**config.mk**
```make
export PLATFORM = sky130hd
export DESIGN_NAME = vdes_queue
export DESIGN_NICKNAME = d
export VERILOG_FILES = /design/src/rtl/core/vdes_pkg.sv /design/src/rtl/core/vdes_queue.sv
export SDC_FILE = /design/constraint.sdc
export NUM_CORES = 1
export LEC_CHECK = 0
export ABC_AREA = 1
export BUFFER_PORTS_ARGS = -buffer_cell sky130_fd_sc_hd__buf_4
export CORE_MARGIN = 1.5
export CORE_UTILIZATION = 35
export DETAILED_ROUTE_END_ITERATION = 8
export PLACE_DENSITY_LB_ADDON = 0.08
export SYNTH_ARGS = -nofsm -noshare
export SYNTH_HDL_FRONTEND = slang
export SYNTH_SLANG_ARGS = --single-unit
```
**constraint.sdc**
```tcl
create_clock -name aclk -period 19.5 [get_ports aclk]
set_input_delay 1.95 -clock aclk [delete_from_list [all_inputs] [get_ports aclk]]
set_output_delay 1.95 -clock aclk [all_outputs]
set_load 0.005 [all_outputs]
```
**src/rtl/core/vdes_pkg.sv**
```systemverilog
// Shared types and constants of the voxel dose and energy scoring block
`default_nettype none
package vdes_pkg;

    localparam int NUM_VOXELS_DEF = 65536;
    localparam int ACC_WIDTH_DEF  = 48;

    localparam int S_TDATA_W   = 216;
    localparam int M_TDATA_W   = 112;
    localparam int OUT_W       = 48;
    localparam int OUT_IDX_W   = 16;
    localparam int PROD_W      = 56;
    localparam int DEN_W       = 44;
    localparam int IDX_MAX_W   = 24;
    localparam int FRAC_BITS   = 24;
    localparam int DIV_STEPS   = PROD_W + FRAC_BITS;
    localparam int QUEUE_DEPTH = 2;
    localparam int CFG_IDX_W   = 3;

    // Register indexes on the configuration channel
    localparam logic [CFG_IDX_W-1:0] REG_OFFSET_X   = 3'd0;
    localparam logic [CFG_IDX_W-1:0] REG_OFFSET_Y   = 3'd1;
    localparam logic [CFG_IDX_W-1:0] REG_OFFSET_Z   = 3'd2;
    localparam logic [CFG_IDX_W-1:0] REG_INV_VOXEL_X = 3'd3;
    localparam logic [CFG_IDX_W-1:0] REG_INV_VOXEL_Y = 3'd4;
    localparam logic [CFG_IDX_W-1:0] REG_INV_VOXEL_Z = 3'd5;
    localparam logic [CFG_IDX_W-1:0] REG_GRID_DIMS  = 3'd6;
    localparam logic [CFG_IDX_W-1:0] REG_SCORE_MODE = 3'd7;

    // Function codes on s_tuser
    localparam logic FUNC_DEPOSIT = 1'b0;
    localparam logic FUNC_READ    = 1'b1;

    typedef struct packed {
        logic [31:0] offset_x;
        logic [31:0] offset_y;
        logic [31:0] offset_z;
        logic [31:0] inv_voxel_x;
        logic [31:0] inv_voxel_y;
        logic [31:0] inv_voxel_z;
        logic [29:0] grid_dims;
        logic [1:0]  score_mode;
    } cfg_t;

    // One classified item between the front and the back
    typedef struct packed {
        logic                 is_read;
        logic                 hit;
        logic                 esc;
        logic [IDX_MAX_W-1:0] idx;
        logic [PROD_W-1:0]    prod;
        logic [DEN_W-1:0]     den;
    } item_t;

    // Queue handshake toward its reader
    typedef struct packed {
        logic  empty;
        item_t head;
    } q_rd_t;

endpackage
`default_nettype wire

```
**src/rtl/core/vdes_queue.sv**
```systemverilog
// Short item queue between the front and the back
`default_nettype none
module vdes_queue (
    input  wire logic            aclk,
    input  wire logic            aresetn,
    input  wire logic            push,
    input  wire vdes_pkg::item_t push_item,
    output logic                 full,
    input  wire logic            pop,
    output vdes_pkg::q_rd_t      rd
);

    localparam int DEPTH = vdes_pkg::QUEUE_DEPTH;
    localparam int PTR_W = $clog2(DEPTH);

    vdes_pkg::item_t      slot_reg [DEPTH];
    logic [PTR_W-1:0]     wr_ptr_reg, rd_ptr_reg;
    logic [PTR_W:0]       count_reg;

    assign full     = (count_reg == (PTR_W+1)'(DEPTH));
    assign rd.empty = (count_reg == '0);
    assign rd.head  = slot_reg[rd_ptr_reg];

    // Store on push
    always_ff @(posedge aclk) begin
        if (push) slot_reg[wr_ptr_reg] <= push_item;
    end

    // Advance pointers and count
    always_ff @(posedge aclk) begin
        if (!aresetn) begin
            wr_ptr_reg <= '0;
            rd_ptr_reg <= '0;
            count_reg  <= '0;
        end else begin
            if (push) wr_ptr_reg <= (wr_ptr_reg == PTR_W'(DEPTH-1)) ? '0 : wr_ptr_reg + 1'b1;
            if (pop)  rd_ptr_reg <= (rd_ptr_reg == PTR_W'(DEPTH-1)) ? '0 : rd_ptr_reg + 1'b1;
            if (push && !pop)      count_reg <= count_reg + 1'b1;
            else if (pop && !push) count_reg <= count_reg - 1'b1;
        end
    end

endmodule
`default_nettype wire

```
==> key figures <==
Worst setup path
  • Crit-path most repeated cell: buf_4
  • Crit path kind: flip-flop to primary output
  • Slowest cell delay on critical path: 1.01 ns
  • Crit path capture type: primary output
  • CP Max Fanout: 70
  • CP Cell Sequence: buf_4 -> mux2_2 -> buf_4
  • Cell family with most CP delay: flip-flops
  • Reg2reg start: wr_ptr_reg
  • Crit path required time: 17.55 ns
  • Critical path data arrival time: 3.02 ns
  • Worst path slowest cell: dfxtp_4
  • CP Launch Type: flip-flop
  • Buf/Inv on CP: 2

GRT
  • Initial antenna violation count: 0
  • Number of global-route vias before repair: 5225
  • Global-route wire length before repair: 28700 µm
  • Largest net degree at the start of global routing: 71
  • Gr ovfl total: 0
  • GRT Util Overall: 0.134

Synth
  • Mapped Cells: 430
  • Top cells by area in the synthesized netlist: edfxtp_1 80%, mux2_2 11%, mux2_4 4.7%, dfxtp_1 1.1%, buf_6 0.59%
  • Synth Area in Compound Gates: 0.00105
  • Proportion of netlist area held by the largest area contributor: 0.803
  • Simple-gate share of the synthesized area: 0.00790
  • Leading area contributor after synthesis: edfxtp_1
  • Synth Flop Type: edfxtp_1
  • Async S/R FF share, synth: 0
  • Yosys reg bits: 259
  • Post-synthesis mux area share: 0.162
  • Mapped cell area: 9500 µm²
  • Net Count, Synth: 562
  • Largest family of logic cells by synthesized area: multiplexers
  • EDFF count, synth: 254
  • Seq/Total Area, Yosys: 0.813
  • Post-Synth XOR/XNOR Area: 0
  • Synth warn: 0
  • Synth Area in Adders: 0.00132
  • Count leader, synth: edfxtp_1
  • Unique cell type count in the Yosys netlist: 14
  • Most frequent cells after synthesis: 254 x edfxtp_1, 97 x mux2_2, 30 x mux2_4
  • Syn Area/Cell: 22.1 µm²

Cells and area
  • Share of layout cells above drive strength 1: 0.585
  • Fin util: 0.470
  • Final net count: 840
  • Number of fill cells: 2321
  • Max FFs per register: 254
  • N_diodes: 0
  • Area delta synth->final: 32.7%

Detailed routing
  • DR vias: 4791
  • DR vias/cell: 4.49
  • Drt wl/cell: 18.3 µm
  • ANT nets after route: 0
  • WL final: 19500 µm
  • DRT Pass-1 Iters: 4
  • Initial DRC count: 215
  • DRC: 0

Timing
  • PnR worst setup slack: 14.53 ns
  • Unrepaired setup endpoints after global routing: no
  • Hold slack: 0.494 ns
  • Max frequency: 201 MHz
  • Slew headroom: 0.332
  • Slew Limit Fails: 0
  • Tmin final: 4.97 ns
  • Worst Skew: 0.00855 ns
  • Setup Viol. Count Final: 0
  • Period utilization: 0.255
  • Fin. Hold Viols: 0
  • Setup TNS: 0 ns
  • Least-Margin Pin Slew: 1.00 ns

Die
  • Core box area: 26800 µm²
  • Die X: 168 µm
  • DIE HEIGHT: 168 µm
  • Starting Density: 0.354
  • Boundary pin count: 260
  • Die area: 28100 µm²
  • Site Rows: 60

Clocking
  • Post_cts resized: 0
  • Total CTS buffers: 27
  • Clk buf depth: 3
  • Clock Root Buffer: clkbuf_16
  • Num Clock Sinks: 259
  • CTS tree: built
  • Worst skew pair latency: 0.53 ns
  • Setup Buffers After CTS: 0
  • Htree depth: 1
  • Clock transition at path regs: 0.06 ns
  • CTS Hold Bufs: 0

Placement
  • Gpl congestion: 0.729
  • Buffers on Ports: 259
  • Post-detail-place hpwl: 12600 µm
  • Pre-CTS setup slack: 14.98 ns

Min path
  • Hold path start: rd_ptr_reg
  • Hold Crit Class: flip-flop to flip-flop

Power and ir drop
  • Pleak: 0.00475 µW
  • PD cells: 98.4 nW/µm²
  • Peak supply drop: 55.4 µV

Status
  • Status: finished clean

Flow run
  • Max-cap viol count: 0
[tightest hold or removal path: cells and delay by family, from the launching register on]
| family | cells | cell delay [ns] |
|---|---|---|
| simple gates | 2 | 0.14 |
| flops | 1 | 0.32 |
[final timing paths]
kind,slack (ns),endpoint,cells after the start
setup / recovery,14.53,rd[41],3
hold / removal,0.49,rd_ptr_reg,2
setup reg to reg,17.07,slot_reg[1][116],3
hold reg to reg,0.49,rd_ptr_reg,2
[power breakdown]
group,switching (µW),internal [µW]
registers,11.2,645
clock network,197,266
logic,48.8,72.4
total,257,983
[cells by family after synthesis]
| family | after synthesis |
|---|---|
| buffers and inverters | 22 |
| AOI/OAI and AO/OA | 2 |
| muxes | 127 |
| and+or+nand+nor | 19 |
| adders and majority gates | 1 |
| DFF | 259 |
[metrics by stage]
step / instance area, µm² / std cells / power (µW)
finish: 12600 / 1068 / 1240
global route: 12600 / 1068 / 1290
global placement: 11800 / 1020 / 789
floorplan: 9500 / 430 / 721
detailed placement: 11800 / 1020 / 793
CTS: 12600 / 1068 / 1260
[final cells by class]
type                            count  area [µm²]  share of cell area
Clock inverter                     14        90.1             0.00715
Inverter                            8        32.5             0.00258
Tap cell                          341         427              0.0338
Timing Repair Buffer              263        1970               0.157
Clock buffer                       34         702              0.0557
Multi-Input combinational cell    149        1650               0.131
Sequential cell                   259        7730               0.613
[layer usage]
layer,share of wire,track usage,up-vias,wire [µm]
li1,-,-,2241,-
met1,0.39,0.154,2355,7630
met2,0.50,0.234,160,9870
met3,0.084,0.0470,35,1640
met4,0.021,0.0415,0,405
met5,0,0,-,0
[placed cells by master (no fill, tap or decap)]
| master | Yosys | routed |
|---|---|---|
| a21oi_1 | 1 | 1 |
| buf_4 | 0 | 263 |
| bufinv_16 | 0 | 1 |
| clkbuf_1 | 0 | 7 |
| clkbuf_16 | 0 | 27 |
| clkinv_1 | 0 | 9 |
| clkinv_2 | 0 | 2 |
| clkinvlp_4 | 0 | 1 |
| dfxtp_1 | 5 | 4 |
| dfxtp_4 | 0 | 1 |
| edfxtp_1 | 254 | 254 |
| ha_1 | 1 | 1 |
| inv_1 | 8 | 7 |
| inv_4 | 0 | 1 |
| inv_6 | 0 | 1 |
| mux2_2 | 97 | 97 |
| mux2_4 | 30 | 30 |
| nand2_1 | 8 | 8 |
| nand3_1 | 1 | 1 |
| nand4_1 | 1 | 1 |
| nor2_1 | 9 | 8 |
| nor2_4 | 0 | 1 |
| o21ai_0 | 1 | 1 |
(Power assumes the default switching activity.)
